## config.mk

```make
export PLATFORM = sky130hd
export DESIGN_NAME = postfix_expression_evaluator
export DESIGN_NICKNAME = d
export VERILOG_FILES = /design/src/hw/rtl/pfe_pkg.sv /design/src/hw/rtl/postfix_expression_evaluator.sv
export SDC_FILE = /design/constraint.sdc
export NUM_CORES = 2
export LEC_CHECK = 0
export BUFFER_PORTS_ARGS = -buffer_cell sky130_fd_sc_hd__buf_2
export CAP_MARGIN = 20
export CORE_UTILIZATION = 55
export DETAILED_ROUTE_END_ITERATION = 7
export PLACE_DENSITY = 0.79
export SYNTH_ARGS = -nofsm -noshare
export SYNTH_HDL_FRONTEND = slang
export SYNTH_SLANG_ARGS = --single-unit
```

## constraint.sdc

```tcl
create_clock -name clk -period 11.1 [get_ports clk]
set_input_delay 1.11 -clock clk [delete_from_list [all_inputs] [get_ports clk]]
set_output_delay 1.11 -clock clk [all_outputs]
set_load 0.005 [all_outputs]
```

## src/hw/rtl/pfe_pkg.sv

```systemverilog
// Shared types and constants of the postfix expression evaluator.
// Standalone package; used by the top level and its checker.
package pfe_pkg;

	localparam int SYM_W    = 8;
	localparam int VALUE_W  = 32;
	localparam int STATUS_W = 3;

	localparam int DEF_STACK_DEPTH   = 32;
	localparam int DEF_FRACTION_BITS = 16;

	// status codes, first error wins
	localparam logic [STATUS_W-1:0] ST_OK      = 3'd0;
	localparam logic [STATUS_W-1:0] ST_DIVZERO = 3'd1;
	localparam logic [STATUS_W-1:0] ST_UNDER   = 3'd2;
	localparam logic [STATUS_W-1:0] ST_OVER    = 3'd3;
	localparam logic [STATUS_W-1:0] ST_SAT     = 3'd4;

	// ASCII codes of interest
	localparam logic [SYM_W-1:0] CH_ZERO  = 8'd48;
	localparam logic [SYM_W-1:0] CH_NINE  = 8'd57;
	localparam logic [SYM_W-1:0] CH_PLUS  = 8'd43;
	localparam logic [SYM_W-1:0] CH_MINUS = 8'd45;
	localparam logic [SYM_W-1:0] CH_MUL   = 8'd42;
	localparam logic [SYM_W-1:0] CH_DIV   = 8'd47;

	function automatic logic is_digit(input logic [SYM_W-1:0] sym);
		return (sym >= CH_ZERO) && (sym <= CH_NINE);
	endfunction

	function automatic logic is_operator(input logic [SYM_W-1:0] sym);
		return (sym == CH_PLUS) || (sym == CH_MINUS) || (sym == CH_MUL) || (sym == CH_DIV);
	endfunction

endpackage

```

## src/hw/rtl/postfix_expression_evaluator.sv

```systemverilog
// Postfix expression evaluator, signed fixed point, one ASCII character per transaction.
// Digits and ignored characters need no further state; + and - pass S_LOAD and S_FIX2;
// * takes 32 shift-add steps, / one quotient bit per cycle; a character with tlast adds S_EMIT.
// Rate is set by the shared add/subtract unit that iterates the multiply and divide.
// Reset (arst_n low, asynchronous): stack holds a single zero, status clear, output empty.
// Depends on pfe_pkg.
module postfix_expression_evaluator #(
	parameter int STACK_DEPTH   = pfe_pkg::DEF_STACK_DEPTH,
	parameter int FRACTION_BITS = pfe_pkg::DEF_FRACTION_BITS
) (
	input  logic                          clk,
	input  logic                          arst_n,
	// input characters
	input  logic                          s_axis_tvalid,
	output logic                          s_axis_tready,
	input  logic [pfe_pkg::SYM_W-1:0]     s_axis_tdata,  // [7:0] symbol
	input  logic                          s_axis_tlast,  // last character of the expression
	// results
	output logic                          m_axis_tvalid,
	input  logic                          m_axis_tready,
	output logic [pfe_pkg::VALUE_W-1:0]   m_axis_tdata,  // [31:0] value, signed fixed point
	output logic [pfe_pkg::STATUS_W-1:0]  m_axis_tuser   // [2:0] status
);
	import pfe_pkg::*;

	localparam int AW  = (STACK_DEPTH > 1) ? $clog2(STACK_DEPTH) : 1;
	localparam int CW  = $clog2(STACK_DEPTH + 1);
	localparam int LW  = VALUE_W + FRACTION_BITS;   // dividend / quotient width
	localparam int IW  = $clog2(LW + 1);
	localparam int HW  = VALUE_W + 1;               // accumulator / remainder width
	localparam int RW  = 2 * VALUE_W + 1;           // signed wide result

	// sequencer states
	localparam logic [2:0] S_IDLE = 3'd0;
	localparam logic [2:0] S_LOAD = 3'd1;
	localparam logic [2:0] S_MUL  = 3'd2;
	localparam logic [2:0] S_DIV  = 3'd3;
	localparam logic [2:0] S_FIX1 = 3'd4;
	localparam logic [2:0] S_FIX2 = 3'd5;
	localparam logic [2:0] S_POP  = 3'd6;
	localparam logic [2:0] S_EMIT = 3'd7;

	localparam logic [CW-1:0] CNT_ONE = CW'(1);
	localparam logic [CW-1:0] CNT_TWO = CW'(2);
	localparam logic [CW-1:0] CNT_TRE = CW'(3);
	localparam logic [CW-1:0] CNT_MAX = CW'(STACK_DEPTH);

	logic [2:0]          state_q;
	logic [CW-1:0]       count_q;      // entries on the stack, top included
	logic [VALUE_W-1:0]  top_q;        // top entry lives here, rest in stack_mem
	logic [STATUS_W-1:0] err_q;
	logic [SYM_W-1:0]    op_q;
	logic                last_q;

	// shared unit operands and iteration state
	logic [HW-1:0]       hi_q;         // product high half or partial remainder
	logic [LW-1:0]       lo_q;         // multiplier / product low half or dividend / quotient
	logic [VALUE_W-1:0]  b_q;          // |t|
	logic                neg_q;
	logic                shift_q;      // apply the fraction shift after multiply
	logic [IW-1:0]       iter_q;
	logic signed [RW-1:0] res_q;

	logic                m_valid_q;
	logic [VALUE_W-1:0]  m_data_q;
	logic [STATUS_W-1:0] m_user_q;

	// stack memory below the top entry
	logic [VALUE_W-1:0]  stack_mem [STACK_DEPTH];
	logic [VALUE_W-1:0]  rd_q;
	logic                mem_we;
	logic [AW-1:0]       mem_waddr;
	logic [AW-1:0]       mem_raddr;

	logic                in_acc;
	logic                out_free;
	logic [VALUE_W-1:0]  digit_val;
	logic [VALUE_W-1:0]  abs_s;
	logic [VALUE_W-1:0]  abs_t;
	logic [HW:0]         alu_x;
	logic [HW:0]         alu_sum;
	logic [HW-1:0]       mul_hi_n;
	logic                div_ge;
	logic [2*VALUE_W-1:0] mag;
	logic signed [RW-1:0] shifted;
	logic                sat_hi;
	logic                sat_lo;
	logic [VALUE_W-1:0]  clamped;
	logic signed [HW-1:0] addsub;

	assign in_acc   = s_axis_tvalid && s_axis_tready;
	assign out_free = !m_valid_q || m_axis_tready;
	assign s_axis_tready = (state_q == S_IDLE);

	assign m_axis_tvalid = m_valid_q;
	assign m_axis_tdata  = m_data_q;
	assign m_axis_tuser  = m_user_q;

	always_comb begin
		digit_val = VALUE_W'(s_axis_tdata - CH_ZERO) << FRACTION_BITS;
		// a digit push spills the old top into memory
		mem_we    = in_acc && is_digit(s_axis_tdata) && (count_q < CNT_MAX) && (count_q != '0);
		mem_waddr = AW'(count_q - CNT_ONE);
		// second entry on accept, new top after a divide by zero
		mem_raddr = (state_q == S_IDLE) ? AW'(count_q - CNT_TWO) : AW'(count_q - CNT_TRE);
	end

	always_ff @(posedge clk) begin
		if (mem_we) begin
			stack_mem[mem_waddr] <= top_q;
		end
		rd_q <= stack_mem[mem_raddr];
	end

	// operand magnitudes, s from memory, t from the top register
	always_comb begin
		abs_s  = rd_q[VALUE_W-1] ? (VALUE_W'(0) - rd_q) : rd_q;
		abs_t  = top_q[VALUE_W-1] ? (VALUE_W'(0) - top_q) : top_q;
		addsub = (op_q == CH_MINUS) ?
			(HW'(signed'(rd_q)) - HW'(signed'(top_q))) :
			(HW'(signed'(rd_q)) + HW'(signed'(top_q)));
	end

	// shared add/subtract unit: accumulate for multiply, trial subtract for divide
	always_comb begin
		if (state_q == S_MUL) begin
			alu_x   = {1'b0, hi_q};
			alu_sum = alu_x + (HW+1)'(b_q);
		end else begin
			alu_x   = {1'b0, hi_q[HW-2:0], lo_q[LW-1]};
			alu_sum = alu_x - (HW+1)'(b_q);
		end
		mul_hi_n = lo_q[0] ? alu_sum[HW-1:0] : hi_q;
		div_ge   = !alu_sum[HW];
	end

	// result magnitude, then shift and clamp
	always_comb begin
		if (shift_q) begin
			mag = {hi_q[VALUE_W-1:0], lo_q[LW-1 -: VALUE_W]};
		end else begin
			mag = (2*VALUE_W)'(lo_q);
		end
		shifted = shift_q ? (res_q >>> FRACTION_BITS) : res_q;
		sat_hi  = !shifted[RW-1] && (shifted[RW-2:VALUE_W-1] != '0);
		sat_lo  = shifted[RW-1] && (shifted[RW-2:VALUE_W-1] != '1);
		priority if (sat_hi) begin
			clamped = {1'b0, {(VALUE_W-1){1'b1}}};
		end else if (sat_lo) begin
			clamped = {1'b1, {(VALUE_W-1){1'b0}}};
		end else begin
			clamped = shifted[VALUE_W-1:0];
		end
	end

	// datapath registers without reset
	always_ff @(posedge clk) begin
		unique case (state_q)
			S_LOAD: begin
				hi_q    <= '0;
				b_q     <= abs_t;
				neg_q   <= rd_q[VALUE_W-1] ^ top_q[VALUE_W-1];
				shift_q <= (op_q == CH_MUL);
				res_q   <= RW'(addsub);
				if (op_q == CH_MUL) begin
					lo_q   <= LW'(abs_s);
					iter_q <= IW'(VALUE_W);
				end else begin
					lo_q   <= LW'(abs_s) << FRACTION_BITS;
					iter_q <= IW'(LW);
				end
			end
			S_MUL: begin
				hi_q   <= {1'b0, mul_hi_n[HW-1:1]};
				lo_q   <= {mul_hi_n[0], lo_q[LW-1:1]};
				iter_q <= iter_q - IW'(1);
			end
			S_DIV: begin
				hi_q   <= div_ge ? alu_sum[HW-1:0] : alu_x[HW-1:0];
				lo_q   <= {lo_q[LW-2:0], div_ge};
				iter_q <= iter_q - IW'(1);
			end
			S_FIX1: begin
				res_q <= neg_q ? (RW'(0) - RW'(mag)) : RW'(mag);
			end
			default: begin
			end
		endcase
	end

	// sequencer and stack control
	always_ff @(posedge clk or negedge arst_n) begin
		if (!arst_n) begin
			state_q   <= S_IDLE;
			count_q   <= CNT_ONE;
			top_q     <= '0;
			err_q     <= ST_OK;
			op_q      <= '0;
			last_q    <= 1'b0;
			m_valid_q <= 1'b0;
			m_data_q  <= '0;
			m_user_q  <= ST_OK;
		end else begin
			// the emit state reloads the output register itself
			if (m_valid_q && m_axis_tready && state_q != S_EMIT) begin
				m_valid_q <= 1'b0;
			end
			unique case (state_q)
				S_IDLE: begin
					if (in_acc) begin
						op_q   <= s_axis_tdata;
						last_q <= s_axis_tlast;
						priority if (is_digit(s_axis_tdata)) begin
							if (count_q < CNT_MAX) begin
								top_q   <= digit_val;
								count_q <= count_q + CNT_ONE;
							end else if (err_q == ST_OK) begin
								err_q <= ST_OVER;
							end
							state_q <= s_axis_tlast ? S_EMIT : S_IDLE;
						end else if (is_operator(s_axis_tdata)) begin
							if (count_q < CNT_TWO) begin
								if (err_q == ST_OK) begin
									err_q <= ST_UNDER;
								end
								state_q <= s_axis_tlast ? S_EMIT : S_IDLE;
							end else begin
								state_q <= S_LOAD;
							end
						end else begin
							state_q <= s_axis_tlast ? S_EMIT : S_IDLE;
						end
					end
				end
				S_LOAD: begin
					priority if (op_q == CH_PLUS || op_q == CH_MINUS) begin
						count_q <= count_q - CNT_ONE;
						state_q <= S_FIX2;
					end else if (op_q == CH_MUL) begin
						count_q <= count_q - CNT_ONE;
						state_q <= S_MUL;
					end else if (top_q == '0) begin
						// divide by zero: both popped, nothing pushed
						count_q <= count_q - CNT_TWO;
						if (err_q == ST_OK) begin
							err_q <= ST_DIVZERO;
						end
						if (count_q > CNT_TWO) begin
							state_q <= S_POP;
						end else begin
							state_q <= last_q ? S_EMIT : S_IDLE;
						end
					end else begin
						count_q <= count_q - CNT_ONE;
						state_q <= S_DIV;
					end
				end
				S_MUL, S_DIV: begin
					if (iter_q == IW'(1)) begin
						state_q <= S_FIX1;
					end
				end
				S_FIX1: begin
					state_q <= S_FIX2;
				end
				S_FIX2: begin
					top_q <= clamped;
					if ((sat_hi || sat_lo) && err_q == ST_OK) begin
						err_q <= ST_SAT;
					end
					state_q <= last_q ? S_EMIT : S_IDLE;
				end
				S_POP: begin
					top_q   <= rd_q;
					state_q <= last_q ? S_EMIT : S_IDLE;
				end
				S_EMIT: begin
					if (out_free) begin
						m_valid_q <= 1'b1;
						if (count_q == '0) begin
							m_data_q <= '0;
							m_user_q <= (err_q == ST_OK) ? ST_UNDER : err_q;
						end else begin
							m_data_q <= top_q;
							m_user_q <= err_q;
						end
						count_q <= CNT_ONE;
						top_q   <= '0;
						err_q   <= ST_OK;
						state_q <= S_IDLE;
					end
				end
				default: begin
					state_q <= S_IDLE;
				end
			endcase
		end
	end

endmodule

```

; ---- Word-level counts from Yosys, hierarchy flattened
; Memory sizes are Yosys's and may differ from the RTL's. A register that Yosys moved wholly into a read port is not among the register bits.
; Cells that the tools add are included.
[classes]
reduce_logical = 39
shifts = 0
add_sub_neg = 13
eq_ne = 31
bitwise_logic = 1
n_lt_le_gt_ge = 5
div = 0
multipliers = 0
n_mux = 64
[op_table]
columns = cell, count
row1 = two-way mux 32 bit, 8
row2 = case mux 48 bit (3 select lines), 1
row3 = case mux 65 bit (2 select lines), 1
row4 = two-way mux 64 bit, 2
row5 = case mux 32 bit (4 select lines), 1
row6 = two-way mux 33 bit, 3
row7 = case mux 33 bit (3 select lines), 1
row8 = two-way mux 3 bit, 25
row9 = two-way mux 65 bit, 1
row10 = "subtractor 1 x 64 -> 65 bit, first input constant", 1
row11 = "subtractor 1 x 32 -> 32 bit, first input constant", 2
row12 = "equality test 8 x 6 -> 1 bit, second input constant", 7
row13 = two-way mux 48 bit, 1
row14 = two-way mux 6 bit, 7
row15 = adder 33 x 32 -> 34 bit, 1
row16 = two-way mux 34 bit, 1
row17 = subtractor 33 x 32 -> 34 bit, 1
row18 = adder 32 x 32 -> 33 bit, 1
row19 = "!= test 33 bit, second input constant", 1
row20 = nonzero test 33 bit, 1
row21 = subtractor 32 x 32 -> 33 bit, 1
row22 = logical NOT 32 bit, 1
row23 = two-way mux 31 bit, 1
row24 = case mux 3 bit (6 select lines), 1
row25 = 39 further kinds, 82
[totals]
rom_bits = 0
wordCells = 171
n_memories = 1
latch_bits = 0
output_inout_bits = 37
in_bits = 13
register_bits = 275
ramBits = 1024
[mem_list]
columns = memory, depth, word_bits, read_ports, rd_ports_with_merged_regs, wr, line_no
row1 = stack_mem, 32, 32, 1, 1, 1, postfix_expression_evaluator.sv:69  ; logic [VALUE_W-1:0] stack_mem [STACK_DEPTH];

; ---- Longest topological paths before layout
[depth]
depth_word = 8
depth_mapped = 20
depth_no_buf = 20

; ---- Worst setup path after synthesis
; OpenSTA, ideal clock, no wires.
[synth_timing]
path_kind = reg-to-reg
start = register top_q[4]
end = register res_q[48] (data pin)
setup_ns = 0.270
t_required_ns = 10.830
stages_incl_launch_ff = 19
t_arrival_ns = 5.029
synth_period_minus_slack_ns = 5.299
setup_slack_ns = 5.801
path_cell_list = dfrtp_1 buf_2 or3_4 or3_1 or2_1 or3_1 or3_1 o31a_1 a21oi_1 mux2i_1 ha_1 and3_1 and4_1 inv_1 o41ai_1 a221oi_1 a21oi_1 buf_4 a21oi_1
[synth_between]
elab_chain_cells = 3
elab_cells_between_ends = 4
[synth_lines]
columns = item, line_no
row1 = from (decl), postfix_expression_evaluator.sv:50  ; logic [VALUE_W-1:0] top_q;
row2 = from (signal assigned), postfix_expression_evaluator.sv:215  ; top_q <= digit_val;
row3 = from (signal assigned), postfix_expression_evaluator.sv:267  ; top_q <= clamped;
row4 = from (signal assigned), postfix_expression_evaluator.sv:274  ; top_q <= rd_q;
row5 = adder 32 x 32 -> 33 bit or subtractor 32 x 32 -> 33 bit (tied branches), "postfix_expression_evaluator.sv:121, postfix_expression_evaluator.sv:120"
row6 = two-way mux 33 bit *, postfix_expression_evaluator.sv:119  ; addsub = (op_q == CH_MINUS) ?
row7 = case mux 65 bit (2 select lines) *, postfix_expression_evaluator.sv:158  ; unique case (state_q)
row8 = to (signal assigned), postfix_expression_evaluator.sv:164  ; res_q <= RW'(addsub);
row9 = to (signal assigned), postfix_expression_evaluator.sv:184  ; res_q <= neg_q ? (RW'(0) - RW'(mag)) : RW'(mag);
row10 = to (decl), postfix_expression_evaluator.sv:62  ; logic signed [RW-1:0] res_q;
; Mark *: on every way between the ends. The rest lies on a longest branch, timed or not.
; A chain may end at the register's enable or synchronous reset.

; ---- Worst setup path in the final report
[layout_timing]
start = register top_q[1]
end = register res_q[59] (data pin)
; Same word-level chain as after synthesis.

==> summary.txt <==
Outcome
  • Status: complete, but fails checks
  • Failing checks: DRC

Synthesis
  • Most common cell in the netlist: edfxtp_1
  • Seq/Total Area, Yosys: 61.9%
  • Top-area cell type share of the netlist area: 57.4%
  • Post-synth top cells: edfxtp_1 (1,210), nand2_1 (275), mux4_2 (256), o21ai_0 (241), a21oi_1 (234)
  • Cells after Synth: 4,372
  • Syn avg cell area: 14.5 um^2
  • Leading area contributor after synthesis: edfxtp_1
  • Syn nets: 4,501
  • Flip-flop and latch count after synthesis: 1,331
  • Synth async-reset ratio: 6.69%
  • Predominant post-synthesis flop cell: edfxtp_1
  • Distinct cells, synth: 103
  • Number of synthesized flops with an enable pin: 1,210
  • Synth area leaders: edfxtp_1 (57%), mux4_2 (9.1%), dfrtp_1 (3.5%), mux2i_1 (3.2%), ha_1 (2.2%)
  • Synth Warn #: 0
  • Post-Syn Area: 0.0633 mm^2

Timing
  • Worst Skew: 44.6 ps
  • Max frequency: 0.155 GHz
  • Pins over their slew limit: 0
  • Hold Fails Final Rpt: 0
  • RSZ-0062 raised after global routing: no
  • Worst-Margin Slew: 1180 ps
  • Number of setup violations in the final report: 0
  • Final hold slack: 321 ps
  • Tcrit/Tclk final: 57.9%
  • Worst setup margin: 4670 ps
  • Setup_tns: 0 ps
  • Relative slew slack: 21.0%
  • Fin crit period: 6430 ps

Die
  • Initial Utilization: 55.4%
  • Row count: 124
  • Full die area: 0.116 mm^2
  • Core area: 0.114 mm^2
  • Die width: 341 um
  • Ports: 50
  • Die H: 341 um

Worst setup path
  • Worst setup EP type: flop
  • Worst EP required: 11,550 ps
  • Top fanout value on the critical path: 36
  • Crit path kind: flop to flop
  • Arr. time, crit path: 6880 ps
  • Startpoint types: flop

Route
  • Metal3 WL: 19.8 mm
  • Drc violations: 3
  • Post-route ant nets: 0
  • Total wire length: 182 mm
  • DRT Pass-1 Iters: 8
  • WL/cell: 30.1 um
  • Met2 WL: 83.6 mm
  • Metal-1 WL: 70.2 mm
  • Uppermost layer routed: met5
  • Via Count: 40.9k
  • Starting DRT DRC Count: 6,005
  • Vias/cell: 6.76

Placed design
  • Final HPWL DP: 113 mm
  • Port Buffers: 49
  • Gp weighted congestion: 0.999
  • Pre-CTS setup slack: 4210 ps

Finish
  • Area Growth Syn to Fin: 10.9%
  • Layout cells sized above 1: 18.1%
  • Post-layout util: 61.5%
  • Final net count: 4,542

CTS
  • Post-CTS setup repair buffer count: 0
  • Post-cts resize count: 0
  • CTS Sinks: 1,331
  • Max Root-Sink Buffers: 3
  • Clock Latency Late Sink: 770 ps
  • Post-CTS Hold Fix Bufs: 0
  • H-tree Lvls: 4
  • Total CTS buffers: 136
  • Root Driver: clkbuf_16
  • CTS tree: built
  • Clk slew on worst S/H paths: 60 ps

Global route
  • GRT Total Usage: 31.1%
  • Vias in the first global route: 39.6k
  • First-pass GRT wire length: 265 mm
  • Largest net degree at the start of global routing: 154
  • Initial antenna violation count: 8
  • Aggregate global routing overflow: 0

Hold path
  • Min-delay worst type: input port to asynchronous set/reset pin

Run
  • Max Cap Viol: 0
==> critical path: stages, from the launching register on <==
cell       delay, ps
dfrtp_1          740
inv_1            260
ha_1             210
or3b_1           480
or3_1            490
nor2_1           360
nand2_1          170
nor3_1           370
nor2_1           100
xnor2_1          160
ha_1             300
a2111oi_0        480
o211a_1          240
o31ai_1           80
a21oi_1          150
o41ai_1           80
buf_2            170
o41a_1           350
a21oi_1          820
a21oi_1          110
==> path summary, 6_finish.rpt <==
check / from / to / slack [ps] / cells past startpoint
worst max register to register: top_q[1] / res_q[59] / 4670 / 19
max in group asynchronous: arst_n / top_q[19] / 9390 / 2
worst max-delay path: top_q[1] / res_q[59] / 4670 / 19
min in group clk: m_axis_tuser[1] / m_axis_tuser[1] / 480 / 2
worst min register to register: m_axis_tuser[1] / m_axis_tuser[1] / 480 / 2
worst min-delay path: arst_n / top_q[29] / 320 / 1
==> layout by cell type (no fill, tap or decap), types with 15 or more instances in the layout <==
cell type / netlist / routed
clkbuf_16: 0 / 139
ha_1: 113 / 113
a22oi_1: 21 / 21
nand2b_1: 24 / 23
a221oi_1: 17 / 17
o21ai_1: 19 / 18
inv_1: 79 / 79
a31oi_1: 25 / 24
clkbuf_8: 0 / 15
buf_4: 7 / 90
clkbuf_1: 164 / 44
o22ai_1: 44 / 44
nor2b_1: 22 / 22
clkinv_1: 4 / 19
nand2_1: 275 / 273
mux2_2: 103 / 103
a21oi_1: 234 / 232
nor2_1: 220 / 186
xor2_1: 99 / 97
nor4_1: 19 / 19
nand3_1: 49 / 48
o211ai_1: 54 / 54
dfxtp_1: 32 / 32
mux2i_1: 202 / 202
o21ai_0: 241 / 241
a211oi_1: 22 / 22
a21o_1: 59 / 59
nand4_1: 21 / 21
dfrtp_1: 88 / 86
buf_2: 44 / 50
xnor2_1: 118 / 117
and3_1: 22 / 22
mux4_2: 256 / 256
nor2_4: 2 / 36
o31ai_1: 35 / 34
edfxtp_1: 1210 / 1210
o21a_1: 23 / 23
nor3_1: 77 / 75
a22o_1: 33 / 33
or3_1: 42 / 42
==> metal layers <==
| metal | global-route usage, % | up-vias |
|---|---|---|
| li1 | - | 17300 |
| met1 | 43.1 | 20500 |
| met2 | 48.0 | 2607 |
| met3 | 6.24 | 423 |
| met4 | 13.3 | 6 |
| met5 | 0 | - |
==> through the flow <==
step,instances,area [um^2]
6_report,6042,70200
4_1_cts,6035,70100
2_1_floorplan,4372,63300
5_1_grt,6041,70200
3_3_place_gp,5776,65500
3_5_place_dp,5781,65600
==> sequential cells by signal (all words and copies together) (netlist names) <==
register,count
lo_q,48
iter_q,6
count_q,6
res_q,65
top_q,32
err_q,3
b_q,32
neg_q,1
stack_mem,1024
last_q,1
op_q,8
m_axis_tvalid,1
rd_q,32
shift_q,1
state_q,3
m_axis_tuser,3
hi_q,33
m_axis_tdata,32
==> layout make-up <==
| type | instances | area, um^2 |
|---|---|---|
| clock inverter | 56 | 633 |
| inverter | 85 | 319 |
| timing repair buffer | 154 | 1210 |
| fill | 8199 | 44000 |
| tap | 1512 | 1890 |
| sequential | 1331 | 39200 |
| clock buffer | 198 | 3850 |
| antenna | 1 | 2.50 |
| multi-input combinational | 2705 | 23100 |
==> cells by family after synthesis <==
kind of cell             Yosys count  share of synthesized area [%]
AO/OA/AOI/OAI                    946                           9.56
XOR/XNOR                         218                           3.03
adder cells (fa/ha/maj)          116                           2.33
buffers and inverters            336                           2.19
flip-flops                      1331                           61.9
multiplexers                     565                           14.2
AND/OR/NAND/NOR                  860                           6.73
Power is left out: the tool's default activity adds up to more than one toggle a clock period on the data nets, which glitch-free logic cannot reach.
